===== config.mk =====
export PLATFORM = sky130hd
export DESIGN_NAME = lesf_score
export DESIGN_NICKNAME = d
export VERILOG_FILES = /design/src/rtl/core/lesf_pkg.sv /design/src/rtl/core/lesf_score.sv
export SDC_FILE = /design/constraint.sdc
export NUM_CORES = 1
export LEC_CHECK = 0
export BUFFER_PORTS_ARGS = -buffer_cell sky130_fd_sc_hd__clkbuf_2
export CAP_MARGIN = 20
export CORE_MARGIN = 2
export CORE_UTILIZATION = 45
export DETAILED_ROUTE_END_ITERATION = 12
export GPL_TIMING_DRIVEN = 0
export HOLD_SLACK_MARGIN = 0.1
export PLACE_DENSITY_LB_ADDON = 0.25
export SLEW_MARGIN = 30
export SYNTH_ARGS = -nofsm -noshare
export SYNTH_HDL_FRONTEND = slang
export SYNTH_SLANG_ARGS = --single-unit
export TNS_END_PERCENT = 10

===== constraint.sdc =====
create_clock -name clk_i -period 20.1 [get_ports clk_i]
set_input_delay 4.02 -clock clk_i [delete_from_list [all_inputs] [get_ports clk_i]]
set_output_delay 4.02 -clock clk_i [all_outputs]
set_load 0.05 [all_outputs]

===== src/rtl/core/lesf_pkg.sv =====
package lesf_pkg;

  localparam int unsigned CHAR_W  = 8;
  localparam int unsigned DIM_W   = 11;
  localparam int unsigned SCORE_W = 11;
  localparam int unsigned POS_W   = 10;
  localparam int unsigned CFG_W   = 2;

  localparam int unsigned MAX_COLS_DEF = 1024;
  localparam int unsigned MAX_ROWS_DEF = 1024;

  localparam logic [CHAR_W-1:0]  EMPTY_CHAR_RST = 8'd46;
  localparam logic [DIM_W-1:0]   MAP_DIM_RST    = 11'd1024;
  localparam logic [SCORE_W-1:0] SCORE_MAX      = 11'd2047;

  typedef enum logic [CFG_W-1:0] {
    CFG_EMPTY_CHAR = 2'd0,
    CFG_MAP_COLS   = 2'd1,
    CFG_MAP_ROWS   = 2'd2
  } cfg_idx_e;

  // Everything the score stage needs to know about one cell.
  typedef struct packed {
    logic             match;
    logic             first_row;
    logic             first_col;
    logic             last;
    logic [POS_W-1:0] row;
    logic [POS_W-1:0] col;
  } cell_t;

endpackage


===== src/rtl/core/lesf_score.sv =====
module lesf_score #(
  parameter int unsigned MaxCols = lesf_pkg::MAX_COLS_DEF,
  localparam int unsigned CW = $clog2(MaxCols)
) (
  input  logic                         clk_i,
  input  logic                         rst_ni,
  input  logic                         accept_i,
  input  lesf_pkg::cell_t              cell_i,
  input  logic [CW-1:0]                col_i,
  input  logic [lesf_pkg::SCORE_W-1:0] up_i,
  output logic                         advance_o,
  output logic                         wr_en_o,
  output logic [CW-1:0]                wr_addr_o,
  output logic [lesf_pkg::SCORE_W-1:0] wr_data_o,
  output logic                         out_valid_o,
  input  logic                         out_ready_i,
  output logic [lesf_pkg::SCORE_W-1:0] out_size_o,
  output logic [lesf_pkg::POS_W-1:0]   out_row_o,
  output logic [lesf_pkg::POS_W-1:0]   out_col_o
);

  localparam int unsigned SW = lesf_pkg::SCORE_W;
  localparam int unsigned PW = lesf_pkg::POS_W;

  logic            s1_valid_q;
  lesf_pkg::cell_t s1_cell_q;
  logic [CW-1:0]   s1_addr_q;
  logic [SW-1:0]   left_q, diag_q;
  logic [SW-1:0]   best_size_q, best_size_d;
  logic [PW-1:0]   best_row_q, best_row_d, best_col_q, best_col_d;
  logic            out_valid_q;
  logic [SW-1:0]   out_size_q;
  logic [PW-1:0]   out_row_q, out_col_q;

  logic [SW-1:0]   up, min_lu, min3;
  logic [SW:0]     inc;
  logic [SW-1:0]   score;
  logic            step, emit, better;

  // Only a finished map stalls, and only while the previous result is still held.
  assign advance_o = !s1_valid_q || !s1_cell_q.last || !out_valid_q || out_ready_i;
  assign step      = s1_valid_q && advance_o;
  assign emit      = step && s1_cell_q.last;

  assign up     = s1_cell_q.first_row ? '0 : up_i;
  assign min_lu = (left_q < up) ? left_q : up;
  assign min3   = (min_lu < diag_q) ? min_lu : diag_q;
  assign inc    = {1'b0, min3} + (SW + 1)'(1);

  always_comb begin
    if (!s1_cell_q.match) begin
      score = '0;
    end else if (s1_cell_q.first_row || s1_cell_q.first_col) begin
      score = SW'(1);
    end else if (inc[SW]) begin
      score = lesf_pkg::SCORE_MAX;
    end else begin
      score = inc[SW-1:0];
    end
  end

  assign better = (score > best_size_q);

  always_comb begin
    best_size_d = best_size_q;
    best_row_d  = best_row_q;
    best_col_d  = best_col_q;
    if (better) begin
      best_size_d = score;
      best_row_d  = s1_cell_q.row;
      best_col_d  = s1_cell_q.col;
    end
  end

  always_ff @(posedge clk_i or negedge rst_ni) begin
    if (!rst_ni) begin
      s1_valid_q  <= 1'b0;
      out_valid_q <= 1'b0;
      best_size_q <= '0;
      best_row_q  <= '0;
      best_col_q  <= '0;
    end else begin
      if (advance_o) begin
        s1_valid_q <= accept_i;
      end
      if (step) begin
        if (emit) begin
          best_size_q <= '0;
          best_row_q  <= '0;
          best_col_q  <= '0;
        end else begin
          best_size_q <= best_size_d;
          best_row_q  <= best_row_d;
          best_col_q  <= best_col_d;
        end
      end
      if (emit) begin
        out_valid_q <= 1'b1;
      end else if (out_ready_i) begin
        out_valid_q <= 1'b0;
      end
    end
  end

  always_ff @(posedge clk_i) begin
    if (accept_i) begin
      s1_cell_q <= cell_i;
      s1_addr_q <= col_i;
    end
    if (step) begin
      left_q <= score;
      diag_q <= up;
    end
    if (emit) begin
      out_size_q <= best_size_d;
      out_row_q  <= best_row_d;
      out_col_q  <= best_col_d;
    end
  end

  assign wr_en_o     = step;
  assign wr_addr_o   = s1_addr_q;
  assign wr_data_o   = score;
  assign out_valid_o = out_valid_q;
  assign out_size_o  = out_size_q;
  assign out_row_o   = out_row_q;
  assign out_col_o   = out_col_q;

  a_no_overrun: assert property (@(posedge clk_i) disable iff (!rst_ni)
    emit |-> (!out_valid_q || out_ready_i))
    else $error("result issued over an unaccepted result");

  a_best_cleared: assert property (@(posedge clk_i) disable iff (!rst_ni)
    emit |=> best_size_q == '0)
    else $error("best square not cleared after a map");

  a_obstacle_zero: assert property (@(posedge clk_i) disable iff (!rst_ni)
    s1_valid_q && !s1_cell_q.match |-> score == '0)
    else $error("obstacle cell scored above zero");

  a_best_grows: assert property (@(posedge clk_i) disable iff (!rst_ni)
    step && !emit |=> best_size_q >= $past(best_size_q))
    else $error("best square shrank within a map");

endmodule


==> reports/metrics.json <==
{
  "pwr": {
    "power_frac_comb_pct": 33.7,
    "clock_power_share_pct": 31.9,
    "p_int_mw": 0.6630,
    "netSwitchingPower_mw": 0.3445,
    "leakagePower_nw": 3.197,
    "pwr_density_cell_nw_per_um2": 132.4,
    "max-vdd-ir-drop_v": 0.00007992,
    "swShare_pct": 34.19,
    "seq_power_share_pct": 34.3
  },
  "yosys": {
    "synth.avg_cell_area_um2": 12.45,
    "postSynthRegisterBits": 120,
    "top_cells_by_count_synth": "edfxtp_1, inv_1, mux2_2, nand2_1, dfrtp_1",
    "ys_warn_count": 0,
    "yosys.cell_types.count": 72,
    "synth-edff-count": 87,
    "synth_top_cell_by_area": "edfxtp_1",
    "synthDominantCellAreaShare_pct": 42.06,
    "post-synth-top-count-cell": "edfxtp_1",
    "syn-num-nets": 580,
    "synth_top_flop_cell": "edfxtp_1",
    "synth-seq-area-share_pct": 55.36,
    "post_synth_inst_count": 499,
    "async_flop_share_pct": 27.50,
    "post_synth_instance_area_um2": 6211,
    "top_cells_by_area_synth": "edfxtp_1, dfrtp_1, ha_1"
  },
  "grt": {
    "globalRoute.totalOverflow": 0,
    "grt_first_pass_wirelength_mm": 23.71,
    "number_of_antenna_violations_at_the_first_check_in_global_routing": 0,
    "grt_start_max_net_pins": 36,
    "grt_pass1_vias": 4637,
    "track_usage_pct": 21.17
  },
  "critical_path": {
    "end_kind": "output pin",
    "worst-path-max-fanout": 10,
    "reg2reg_slack_ns": 11.42,
    "timing_worst_setup_path_type": "input port to output pin",
    "reg2regPathDepth": 33,
    "critPathArrivalTime_ns": 10.06,
    "rr_startpoint": "s1_cell_q[22]",
    "timing.critical_path.from_type": "input port",
    "r2r-end": "out_size_o[5]",
    "crit_required_ns": 16.08
  },
  "timing": {
    "grt_setup_unrepaired": "no",
    "worst_slew_pin_slew_ns": 0.8906,
    "maxSlewViolCount": 0,
    "hold_slack_ns": 0.4917,
    "layout_min_cycle_time_ns": 14.08,
    "fmax_mhz": 71.04,
    "fin_setup_tns_ns": 0,
    "finalCritPeriodShare_pct": 70.03,
    "timing.final.ws_setup_ns": 6.024,
    "finalHoldViolCount": 0,
    "max_slew_margin_pct": 40.63,
    "clock-skew-final_ns": 0.008071,
    "final_setup_violation_count": 0
  },
  "routing": {
    "dr.pass1.iters": 4,
    "drc_errors": 0,
    "post_drt_via_cell_ratio": 5.535,
    "num_vias": 4489,
    "detail_route.wirelength_mm": 14.67,
    "drtAntennaViolNets": 0,
    "average_wire_per_standard_cell_um": 18.09,
    "initialDrtViolationCount": 297
  },
  "clock_network": {
    "cts_hold_buffers": 0,
    "h-tree-depth": 4,
    "cts_root_buf": "clkbuf_16",
    "clk_pin_slew_ns": 0.06,
    "cts_setup_buffers": 0,
    "cts-root-to-sink-buffers": 2,
    "clock_sinks": 120,
    "cts-buffers-inserted": 17,
    "worstSkewPairLatency_ns": 0.42,
    "tritoncts": "built",
    "cts_resized": 0
  },
  "cells_and_area": {
    "synthToLayoutAreaGrowth_pct": 22.50,
    "final_util_pct": 57.00,
    "finish.net_count": 703,
    "antenna_cells_inserted": 0,
    "layout-drive-gt1-share_pct": 32.44,
    "final-instance-count-excl-fill": 811
  },
  "floorplan": {
    "dieArea_um2": 14760,
    "die_span_in_x_um": 121.5,
    "height_of_the_die_um": 121.5,
    "io_pins": 104,
    "start_util_pct": 46.53,
    "floorplan.rows": 42,
    "placeable_core_region_um2": 13350
  },
  "hold_path": {
    "hold_depth": 2,
    "holdPathEnd": "best_size_q[5]",
    "holdCritPathClass": "flop to flop",
    "worst_hold_startpoint": "best_size_q[5]"
  },
  "run_status": {
    "result_of_the_run": "finished clean"
  },
  "place": {
    "place_ws_ns": 6.101,
    "io_buffers": 103,
    "detailedPlacementHpwl_mm": 10.80,
    "placed_instances": 779,
    "routabilityCongestion": 0.9269
  },
  "run": {
    "drv_cap": 0
  }
}
power by group through the flow:
stage	clock, mW	sequential, mW	combinational [mW]
3_3_place_gp	0	0.348	0.332
5_1_grt	0.336	0.351	0.369
3_5_place_dp	0	0.349	0.340
6_report	0.322	0.346	0.340
4_1_cts	0.325	0.346	0.342
2_1_floorplan	0	0.390	0.217
state kept, by name (all words and copies together), names as in the netlist:
register and cells:
wr_addr_o 10, s1_valid_q 1, best_col_q 10, out_row_o 10, diag_q 11, left_q 11
out_size_o 11, best_size_q 11, best_row_q 10, s1_cell_q 24, out_col_o 10, out_valid_o 1
critical path: stages:
cell and delay [ns]:
clkbuf_2 0.09, nor2b_1 0.28, inv_1 0.08, ha_1 0.34
nand4_2 0.15, nor3_4 0.26, a21oi_4 0.13, nand2_2 0.14
buf_4 0.21, buf_2 0.26, mux2_2 0.37, ha_1 0.27
and4_1 0.17, nand2_1 0.07, a21oi_1 0.25, and2b_1 0.30
or2_2 0.32, a31oi_1 0.29, ha_1 0.32, nand3_1 0.16
nor2_1 0.24, nand3_1 0.11, mux2i_1 0.22, mux2_1 0.37
a21oi_2 0.29, clkbuf_2 0.35
stage by stage:
| stage | power, mW | instance area, um2 |
|---|---|---|
| detailed placement | 0.6885 | 6982 |
| global placement | 0.6797 | 6947 |
| global route | 1.055 | 7609 |
| CTS | 1.013 | 7609 |
| finish | 1.007 | 7609 |
| floorplan | 0.6067 | 6211 |
area by class of cell:
| type | count | area (um2) |
|---|---|---|
| timing repair buffer | 104 | 543.0 |
| tap | 176 | 220.2 |
| inverter | 39 | 146.4 |
| sequential | 120 | 3438 |
| multi-input combinational | 326 | 2560 |
| clock inverter | 15 | 201.4 |
| fill | 1128 | 5739 |
| buffer | 14 | 73.82 |
| clock buffer | 17 | 425.4 |
per-layer routing:
layer	routed length, um	track usage, %	vias up
li1	-	-	2126
met1	6383	27.36	2170
met2	7126	34.09	169
met3	921	6.109	24
met4	240	7.471	0
met5	0	0	-
cells in the final DEF, fill, tap and decap left out, types with 6 or more instances in the layout:
cell type	n
clkbuf_2	102
edfxtp_1	87
inv_1	38
nand2_1	34
mux2_2	34
dfrtp_1	33
ha_1	32
nor2_1	25
a21oi_1	20
a22o_1	20
nand3_1	17
clkbuf_16	17
o21ai_0	11
nor2b_1	10
nor3_1	8
xnor2_1	8
mux2i_1	7
buf_2	6
nand2b_1	6
o21ai_1	6
clkbuf_1	6
worst max path at each step:
stage | cells past startpoint | startpoint | to | slack, ns
after floorplan | 22 | up_i[9] | wr_data_o[4] | 6.95
after CTS | 26 | up_i[10] | wr_data_o[10] | 6.05
after detailed placement | 26 | up_i[10] | wr_data_o[10] | 6.10
after global routing | 26 | up_i[9] | wr_data_o[10] | 5.59
final | 26 | up_i[10] | wr_data_o[10] | 6.02
after global placement | 26 | up_i[9] | wr_data_o[10] | 6.07
kinds of logic after synthesis:
kind of cell,synth area share (%)
fa+ha+maj,6.446
buf+inv,3.545
xor+xnor,1.128
simple gates,10.74
compound gates,14.85
mux,7.937
flops,55.36
Power figures use the tool's default switching activity.
