`src/rtl/core/lesf_pkg.sv`:
```
package lesf_pkg;

  localparam int unsigned CHAR_W  = 8;
  localparam int unsigned DIM_W   = 11;
  localparam int unsigned SCORE_W = 11;
  localparam int unsigned POS_W   = 10;
  localparam int unsigned CFG_W   = 2;

  localparam int unsigned MAX_COLS_DEF = 1024;
  localparam int unsigned MAX_ROWS_DEF = 1024;

  localparam logic [CHAR_W-1:0]  EMPTY_CHAR_RST = 8'd46;
  localparam logic [DIM_W-1:0]   MAP_DIM_RST    = 11'd1024;
  localparam logic [SCORE_W-1:0] SCORE_MAX      = 11'd2047;

  typedef enum logic [CFG_W-1:0] {
    CFG_EMPTY_CHAR = 2'd0,
    CFG_MAP_COLS   = 2'd1,
    CFG_MAP_ROWS   = 2'd2
  } cfg_idx_e;

  // Everything the score stage needs to know about one cell.
  typedef struct packed {
    logic             match;
    logic             first_row;
    logic             first_col;
    logic             last;
    logic [POS_W-1:0] row;
    logic [POS_W-1:0] col;
  } cell_t;

endpackage

```
`src/rtl/core/lesf_scan.sv`:
```
module lesf_scan #(
  parameter int unsigned MaxCols = lesf_pkg::MAX_COLS_DEF,
  parameter int unsigned MaxRows = lesf_pkg::MAX_ROWS_DEF,
  localparam int unsigned CW = $clog2(MaxCols),
  localparam int unsigned RW = $clog2(MaxRows)
) (
  input  logic                        clk_i,
  input  logic                        rst_ni,
  input  logic                        accept_i,
  input  logic [lesf_pkg::CHAR_W-1:0] cell_char_i,
  input  logic [lesf_pkg::CHAR_W-1:0] empty_char_i,
  input  logic [lesf_pkg::DIM_W-1:0]  map_cols_i,
  input  logic [lesf_pkg::DIM_W-1:0]  map_rows_i,
  output lesf_pkg::cell_t             cell_o,
  output logic [CW-1:0]               col_o
);

  localparam int unsigned CDW = (lesf_pkg::DIM_W > CW + 1) ? lesf_pkg::DIM_W : CW + 1;
  localparam int unsigned RDW = (lesf_pkg::DIM_W > RW + 1) ? lesf_pkg::DIM_W : RW + 1;

  logic [CW-1:0]  col_q, col_d;
  logic [RW-1:0]  row_q, row_d;
  logic [CDW-1:0] cols, col_inc;
  logic [RDW-1:0] rows, row_inc;
  logic           row_end, map_end;
  logic [CW+9:0]  col_ext;
  logic [RW+9:0]  row_ext;

  always_comb begin
    cols = CDW'(map_cols_i);
    if (cols == '0) begin
      cols = CDW'(1);
    end else if (cols > CDW'(MaxCols)) begin
      cols = CDW'(MaxCols);
    end
    rows = RDW'(map_rows_i);
    if (rows == '0) begin
      rows = RDW'(1);
    end else if (rows > RDW'(MaxRows)) begin
      rows = RDW'(MaxRows);
    end
  end

  assign col_inc = CDW'(col_q) + CDW'(1);
  assign row_inc = RDW'(row_q) + RDW'(1);
  assign row_end = (col_inc >= cols);
  assign map_end = row_end && (row_inc >= rows);

  always_comb begin
    col_d = col_q;
    row_d = row_q;
    if (accept_i) begin
      if (!row_end) begin
        col_d = col_inc[CW-1:0];
      end else begin
        col_d = '0;
        row_d = map_end ? '0 : row_inc[RW-1:0];
      end
    end
  end

  always_ff @(posedge clk_i or negedge rst_ni) begin
    if (!rst_ni) begin
      col_q <= '0;
      row_q <= '0;
    end else begin
      col_q <= col_d;
      row_q <= row_d;
    end
  end

  assign col_ext = (CW + 10)'(col_q);
  assign row_ext = (RW + 10)'(row_q);

  assign cell_o.match     = (cell_char_i == empty_char_i);
  assign cell_o.first_row = (row_q == '0);
  assign cell_o.first_col = (col_q == '0);
  assign cell_o.last      = map_end;
  assign cell_o.row       = row_ext[lesf_pkg::POS_W-1:0];
  assign cell_o.col       = col_ext[lesf_pkg::POS_W-1:0];
  assign col_o            = col_q;

endmodule

```
`config.mk`:
```
export PLATFORM = sky130hd
export DESIGN_NAME = lesf_scan
export DESIGN_NICKNAME = d
export VERILOG_FILES = /design/src/rtl/core/lesf_pkg.sv /design/src/rtl/core/lesf_scan.sv
export SDC_FILE = /design/constraint.sdc
export NUM_CORES = 1
export LEC_CHECK = 0
export BUFFER_PORTS_ARGS = -buffer_cell sky130_fd_sc_hd__buf_2
export CAP_MARGIN = 20
export CORE_MARGIN = 10
export CORE_UTILIZATION = 50
export DETAILED_ROUTE_END_ITERATION = 6
export PLACE_DENSITY = 0.81
export SYNTH_ARGS = -nofsm -noshare
export SYNTH_HDL_FRONTEND = slang
export SYNTH_SLANG_ARGS = --single-unit
```
`constraint.sdc`:
```
create_clock -name clk_i -period 5.7 [get_ports clk_i]
set_clock_uncertainty 0.2 [all_clocks]
set_input_delay 0.855 -clock clk_i [delete_from_list [all_inputs] [get_ports clk_i]]
set_output_delay 0.855 -clock clk_i [all_outputs]
set_load 0.005 [all_outputs]
```
==> run_results.csv, run 1 <==
group,metric,value,unit
place,placedCellCount,333,
setup_path,worstSetupEndpointType,"output port",
run_status,outcome,"complete, no violations",
power,p_clk_share,17.9,%
logic_synthesis,syn-cell-area,1960,um2
clock_network,postCtsHoldBufs,0,
timing,setup_ws,1.44,ns
finish,mostFrequentLayoutCell,"buf_2",
power,internal_power,469,uW
routing,wl,5030,um
global_routing,grt_pass1_vias,1887,
timing,setup_viol,0,
finish,antenna_cells,0,
logic_synthesis,synth-compound-area-share,15.7,%
floorplan,design.core.area,3720,um2
finish,num-fill-cells,342,
setup_path,cp_cell_sequence,"buf_2 -> nor4_1 -> a31oi_1 -> nor2_1 -> ha_1 -> nand2b_4 -> a2111oi_4 -> nor3_1 -> or3_1 -> and2_2 -> buf_2",
global_routing,grt_use_total,15.2,%
place,place_ws,1.48,ns
floorplan,die_h,82.6,um
clock_network,clockBufferDepth,2,
setup_path,required,4.64,ns
routing,final_antenna_net_count,0,
logic_synthesis,synth_cell_types,36,
timing,rsz0062_at_grt,"no",
place,dpl.hpwl,4190,um
timing,slew_violations,0,
timing,setup_tns,0,ns
setup_path,worst_r2r_path_depth,12,
setup_path,cpMostUsedCell,"buf_2",
power,power_frac_comb,50.3,%
routing,wl_per_cell,14.9,um
finish,drive_above_1_share,29.1,%
logic_synthesis,postSynthAreaPerCell,8.63,um2
floorplan,start_util,52.7,%
floorplan,dieArea,6820,um2
power,leakage,0.00126,uW
logic_synthesis,synth-edff-count,0,
finish,final_nets,357,
routing,viasPerCell,5.49,
global_routing,grt_max_degree,21,
routing,drc,0,
finish,layout_common_cells,"74 x buf_2, 28 x nand2_1, 26 x ha_1, 20 x dfrtp_1, 17 x xnor2_1",
power,power_density,332,nW/um2
logic_synthesis,synthAdderAreaFrac,16.6,%
logic_synthesis,syn_inst,227,
setup_path,ff2ff_setup_slack,2.07,ns
routing,drt_iter0_markers,124,
job,maxCapViolCount,0,
clock_network,clk_latency,0.25,ns
clock_network,cts_setup_buffers,0,
clock_network,cts_buffers,3,
logic_synthesis,yosysWarningCount,0,
place,port_buffers,74,
logic_synthesis,async_flop_share,100,%
logic_synthesis,yosysSeqAreaShare,25.6,%
setup_path,slowest_delay,0.46,ns
clock_network,cts_tree,"built",
finish,final_cells,337,
logic_synthesis,synth_top_family_by_area,"simple AND/OR/NAND/NOR gates",
floorplan,die_x,82.6,um
logic_synthesis,syn_nets,294,
floorplan,io_pins,75,
clock_network,postCtsResizedCells,0,
logic_synthesis,synthMuxAreaShare,1.09,%
timing,hold_violations,0,
timing,clock.fmax,0.235,GHz
timing,relSlewSlack,43.5,%
setup_path,path_class,"primary input to output port",
place,place.gp.congestion,0.838,
timing,period_share,74.7,%
timing,worstMarginPinSlew,0.847,ns
logic_synthesis,yosys.area_share.simple,22.9,%
clock_network,cts.clk_slew.worst_paths,0.07,ns
routing,firstDrtPassIters,4,
setup_path,worstPathArrival,3.21,ns
worst_hold_path,worstHoldPathType,"primary input to asynchronous set/reset pin",
power,net-switching-power,311,uW
global_routing,overflow,0,
clock_network,htree_levels,1,
setup_path,slowest_stage,"or3_1",
floorplan,core.rowCount,22,
global_routing,grt_pass1_wl,8460,um
power,pwr-share-seq,31.8,%
power,switching_share,39.8,%
finish,synthToLayoutAreaGrowth,20.1,%
logic_synthesis,ys_ff_latch,20,
clock_network,clk_root_buffer_cell,"clkbuf_8",
setup_path,crit_path_start_kind,"primary input",
setup_path,path_max_fanout,11,
global_routing,antenna_found_initial,0,
power,peakVddDrop,0.150,mV
logic_synthesis,synthFlopType,"dfrtp_1",
clock_network,cts_sinks,20,
timing,min_period,4.26,ns
logic_synthesis,synth-xor-area-share,10.7,%
routing,via_count,1851,
==> cells in the mapped netlist, types with 5 or more instances <==
cell / number / area share, %
nand3_1: 13 / 3.3
o21ai_0: 11 / 2.8
a22o_1: 14 / 6.3
buf_4: 11 / 4.2
xor2_1: 7 / 3.1
ha_1: 26 / 17
and3_1: 8 / 2.6
a21oi_1: 11 / 2.8
dfrtp_1: 20 / 26
xnor2_1: 17 / 7.6
nor2b_1: 5 / 1.6
nor4_1: 7 / 2.2
nor2_1: 9 / 1.7
inv_1: 8 / 1.5
nand2_1: 28 / 5.4
==> logic make-up after synthesis <==
| logic type | Yosys count |
|---|---|
| compound gates | 43 |
| fa+ha+maj | 26 |
| mux | 2 |
| xor+xnor | 24 |
| flops | 20 |
| simple gates | 86 |
| buf+inv | 26 |
==> cell type report <==
cell class	count	area, um2	share of cell area, %
Tap cell	48	60.1	2.55
Clock buffer	3	41.3	1.76
Timing Repair Buffer	74	370	15.8
Sequential cell	20	500	21.3
Inverter	10	37.5	1.60
Clock inverter	1	30.0	1.28
Multi-Input combinational cell	181	1310	55.8
==> path summary, 6_finish.rpt <==
| kind | start | end |
|---|---|---|
| setup / recovery | map_rows_i[6] | cell_o[20] |
| hold / removal | rst_ni | col_o[9] |
| setup reg to reg | col_o[0] | row_q[7] |
| hold reg to reg | col_o[9] | col_o[9] |
| max in group asynchronous | rst_ni | row_q[7] |
| min in group clk_i | col_o[9] | col_o[9] |
==> layer usage <==
layer / wire length, um / part of all wire [%] / global-route usage (%)
met3: 386 / 7.7 / 3.56
met4: 70 / 1.4 / 5.02
met2: 2330 / 46 / 25.0
met1: 2240 / 44 / 19.2
met5: 0 / 0 / 0
==> sequential cells by signal, indices dropped and copies added, names as in the netlist <==
name   cells
col_o     10
row_q     10
==> through the flow <==
| step | total power [uW] | hold WS, ns | utilization (%) | instance area [um2] |
|---|---|---|---|---|
| 2_1_floorplan | 524 | 0.350 | - | 1960 |
| 3_3_place_gp | 628 | 0.372 | 61.3 | 2280 |
| 3_5_place_dp | 646 | 0.386 | 61.3 | 2280 |
| 4_1_cts | 789 | 0.345 | 63.3 | 2350 |
| 5_1_grt | 859 | 0.356 | 63.3 | 2350 |
| 6_report | 780 | 0.331 | 63.3 | 2350 |
==> worst max-delay path, delay by kind of cell <==
family,cells,cell delay [ns]
adders and majority gates,1,0.23
buffers and inverters,2,0.22
AOI/OAI and AO/OA,2,0.48
and+or+nand+nor,6,1.41
==> power by group through the flow <==
stage | sequential [uW] | clock, uW | combinational [uW]
2_1_floorplan | 227 | 0 | 297
3_3_place_gp | 246 | 0 | 383
3_5_place_dp | 250 | 0 | 396
4_1_cts | 248 | 143 | 399
5_1_grt | 258 | 149 | 452
6_report | 248 | 139 | 392
No activity file was read; power rests on OpenSTA's default activity.
==> run 2: changes to the inputs <==
--- a/config.mk
+++ b/config.mk
@@ -8,9 +8,9 @@
 export BUFFER_PORTS_ARGS = -buffer_cell sky130_fd_sc_hd__buf_2
 export CAP_MARGIN = 20
 export CORE_MARGIN = 10
-export CORE_UTILIZATION = 50
+export CORE_UTILIZATION = 45
 export DETAILED_ROUTE_END_ITERATION = 6
-export PLACE_DENSITY = 0.81
+export PLACE_DENSITY = 0.77
 export SYNTH_ARGS = -nofsm -noshare
 export SYNTH_HDL_FRONTEND = slang
 export SYNTH_SLANG_ARGS = --single-unit
==> constraint.sdc (replaced) <==
create_clock -name clk_i -period 3.9 [get_ports clk_i]
set_clock_uncertainty 0.2 [all_clocks]
set_input_delay 0.585 -clock clk_i [delete_from_list [all_inputs] [get_ports clk_i]]
set_output_delay 0.585 -clock clk_i [all_outputs]
set_load 0.005 [all_outputs]
==> run_results.csv, run 2 (synthesis results as in run 1) <==
group,metric,value,unit
finish,fin_util,57.8,%
routing,firstDrtPassIters,4,
finish,multi_input_area,1320,um2
global_routing,grt_pass1_wl,8300,um
job,maxCapViolCount,0,
routing,wl_met3,402,um
clock_network,cts_tree,"built",
setup_path,required,3.12,ns
finish,ff_latch_area,500,um2
finish,layout_common_cells,"74 x buf_2, 28 x nand2_1, 25 x ha_1, 20 x dfrtp_1, 16 x xnor2_1",
global_routing,overflow,0,
routing,via_count,1840,
floorplan,die_h,86.0,um
timing,setup_tns,0,ns
floorplan,design.core.area,4120,um2
timing,worstMarginPinSlew,0.610,ns
clock_network,cts.clk_slew.worst_paths,0.08,ns
worst_hold_path,worstHoldPathType,"primary input to asynchronous set/reset pin",
finish,synthToLayoutAreaGrowth,21.5,%
clock_network,cts_buffers,3,
routing,wl_per_cell,14.7,um
finish,num-fill-cells,388,
setup_path,r2r-end,"col_o[5]",
routing,top_layer_used,"met4",
run_status,outcome,"complete, no violations",
finish,mostFrequentLayoutCell,"buf_2",
routing,wl_met2,2160,um
routing,final_antenna_net_count,0,
finish,drive_above_1_share,30.2,%
global_routing,antenna_found_initial,0,
timing,clock.fmax,0.270,GHz
setup_path,ff2ff_setup_slack,0.65,ns
timing,min_period,3.70,ns
setup_path,timing.rr.start,"col_o[0]",
place,dpl.hpwl,4200,um
timing,setup_viol,0,
global_routing,grt_use_total,13.1,%
floorplan,io_pins,75,
finish,final_nets,359,
place,port_buffers,74,
timing,slew_violations,0,
power,peakVddDrop,0.201,mV
routing,drt-met1-wl,2370,um
global_routing,grt_max_degree,21,
place,place.gp.congestion,0.796,
floorplan,dieArea,7390,um2
routing,wl,5000,um
finish,final_cells,341,
setup_path,path_class,"flop to output port",
clock_network,htree_levels,1,
power,power_density,487,nW/um2
routing,drc,0,
clock_network,cts_sinks,20,
setup_path,worst_r2r_path_depth,12,
power,leakage,0.00128,uW
global_routing,grt_pass1_vias,1833,
setup_path,worstSetupEndpointType,"output port",
clock_network,clk_latency,0.26,ns
floorplan,die_x,86.0,um
floorplan,core.rowCount,23,
place,placedCellCount,337,
routing,viasPerCell,5.40,
clock_network,postCtsHoldBufs,0,
timing,rsz0062_at_grt,"no",
routing,drt_iter0_markers,130,
timing,relSlewSlack,59.2,%
timing,hold_violations,0,
clock_network,cts_setup_buffers,0,
setup_path,crit_path_start_kind,"flop",
setup_path,worstPathArrival,2.92,ns
clock_network,clk_root_buffer_cell,"clkbuf_8",
timing,period_share,94.9,%
floorplan,start_util,47.6,%
finish,antenna_cells,0,
clock_network,clockBufferDepth,2,
setup_path,path_max_fanout,6,
-- run 2: worst max-delay path by stage --
stage	from	end	slack [ns]	cells after the start
detailed placement	map_rows_i[6]	cell_o[20]	0.31	11
global route	col_o[0]	cell_o[20]	0.01	12
CTS	row_q[0]	cell_o[20]	0.15	10
global placement	map_rows_i[6]	cell_o[20]	0.37	11
finish	row_q[0]	cell_o[20]	0.20	10
floorplan	row_q[3]	cell_o[20]	0.52	12
-- run 2: area by class of cell --
cell class	count	area share, %
repair buffers	76	16.2
clock inverters	1	1.26
multi-input cells	181	55.5
well taps	50	2.63
clock buffers	3	1.74
inverters	10	1.58
flip-flops and latches	20	21.0
-- run 2: per-layer routing --
| metal | global-route usage (%) | up-vias |
|---|---|---|
| met5 | 0 | - |
| met3 | 2.93 | 6 |
| met1 | 17.6 | 835 |
| li1 | - | 931 |
| met4 | 4.34 | 0 |
| met2 | 19.9 | 68 |
-- run 2: what timing repair did --
| action | 4_1_cts | 5_1_grt |
|---|---|---|
| setup endpoints to repair | 0 | 1 |
| resized for setup | 0 | 2 |
| hold endpoints to repair | 0 | 0 |
-- run 2: metrics by stage --
| step | worst slack, ns | hold WS (ns) | area (um2) | total power [uW] |
|---|---|---|---|---|
| finish | 0.197 | 0.0560 | 2380 | 1160 |
| CTS | 0.152 | 0.0756 | 2370 | 1160 |
| global route | 0.0141 | 0.0841 | 2380 | 1260 |
| detailed placement | 0.313 | 0.355 | 2300 | 955 |
| global placement | 0.369 | 0.356 | 2300 | 931 |
| floorplan | 0.524 | 0.0894 | 1960 | 766 |
-- run 2: worst max-delay path, stage by stage (launching register included) --
cell	delay, ns
dfrtp_1	0.46
ha_2	0.25
and3_1	0.21
and3_1	0.23
and3_1	0.19
ha_1	0.32
a21oi_1	0.14
o21ai_0	0.09
or3_1	0.44
and2_2	0.20
buf_2	0.12
-- run 2: power breakdown --
part	switching (uW)	internal, uW
combinational	296	296
clock	69.6	137
sequential	99.2	260
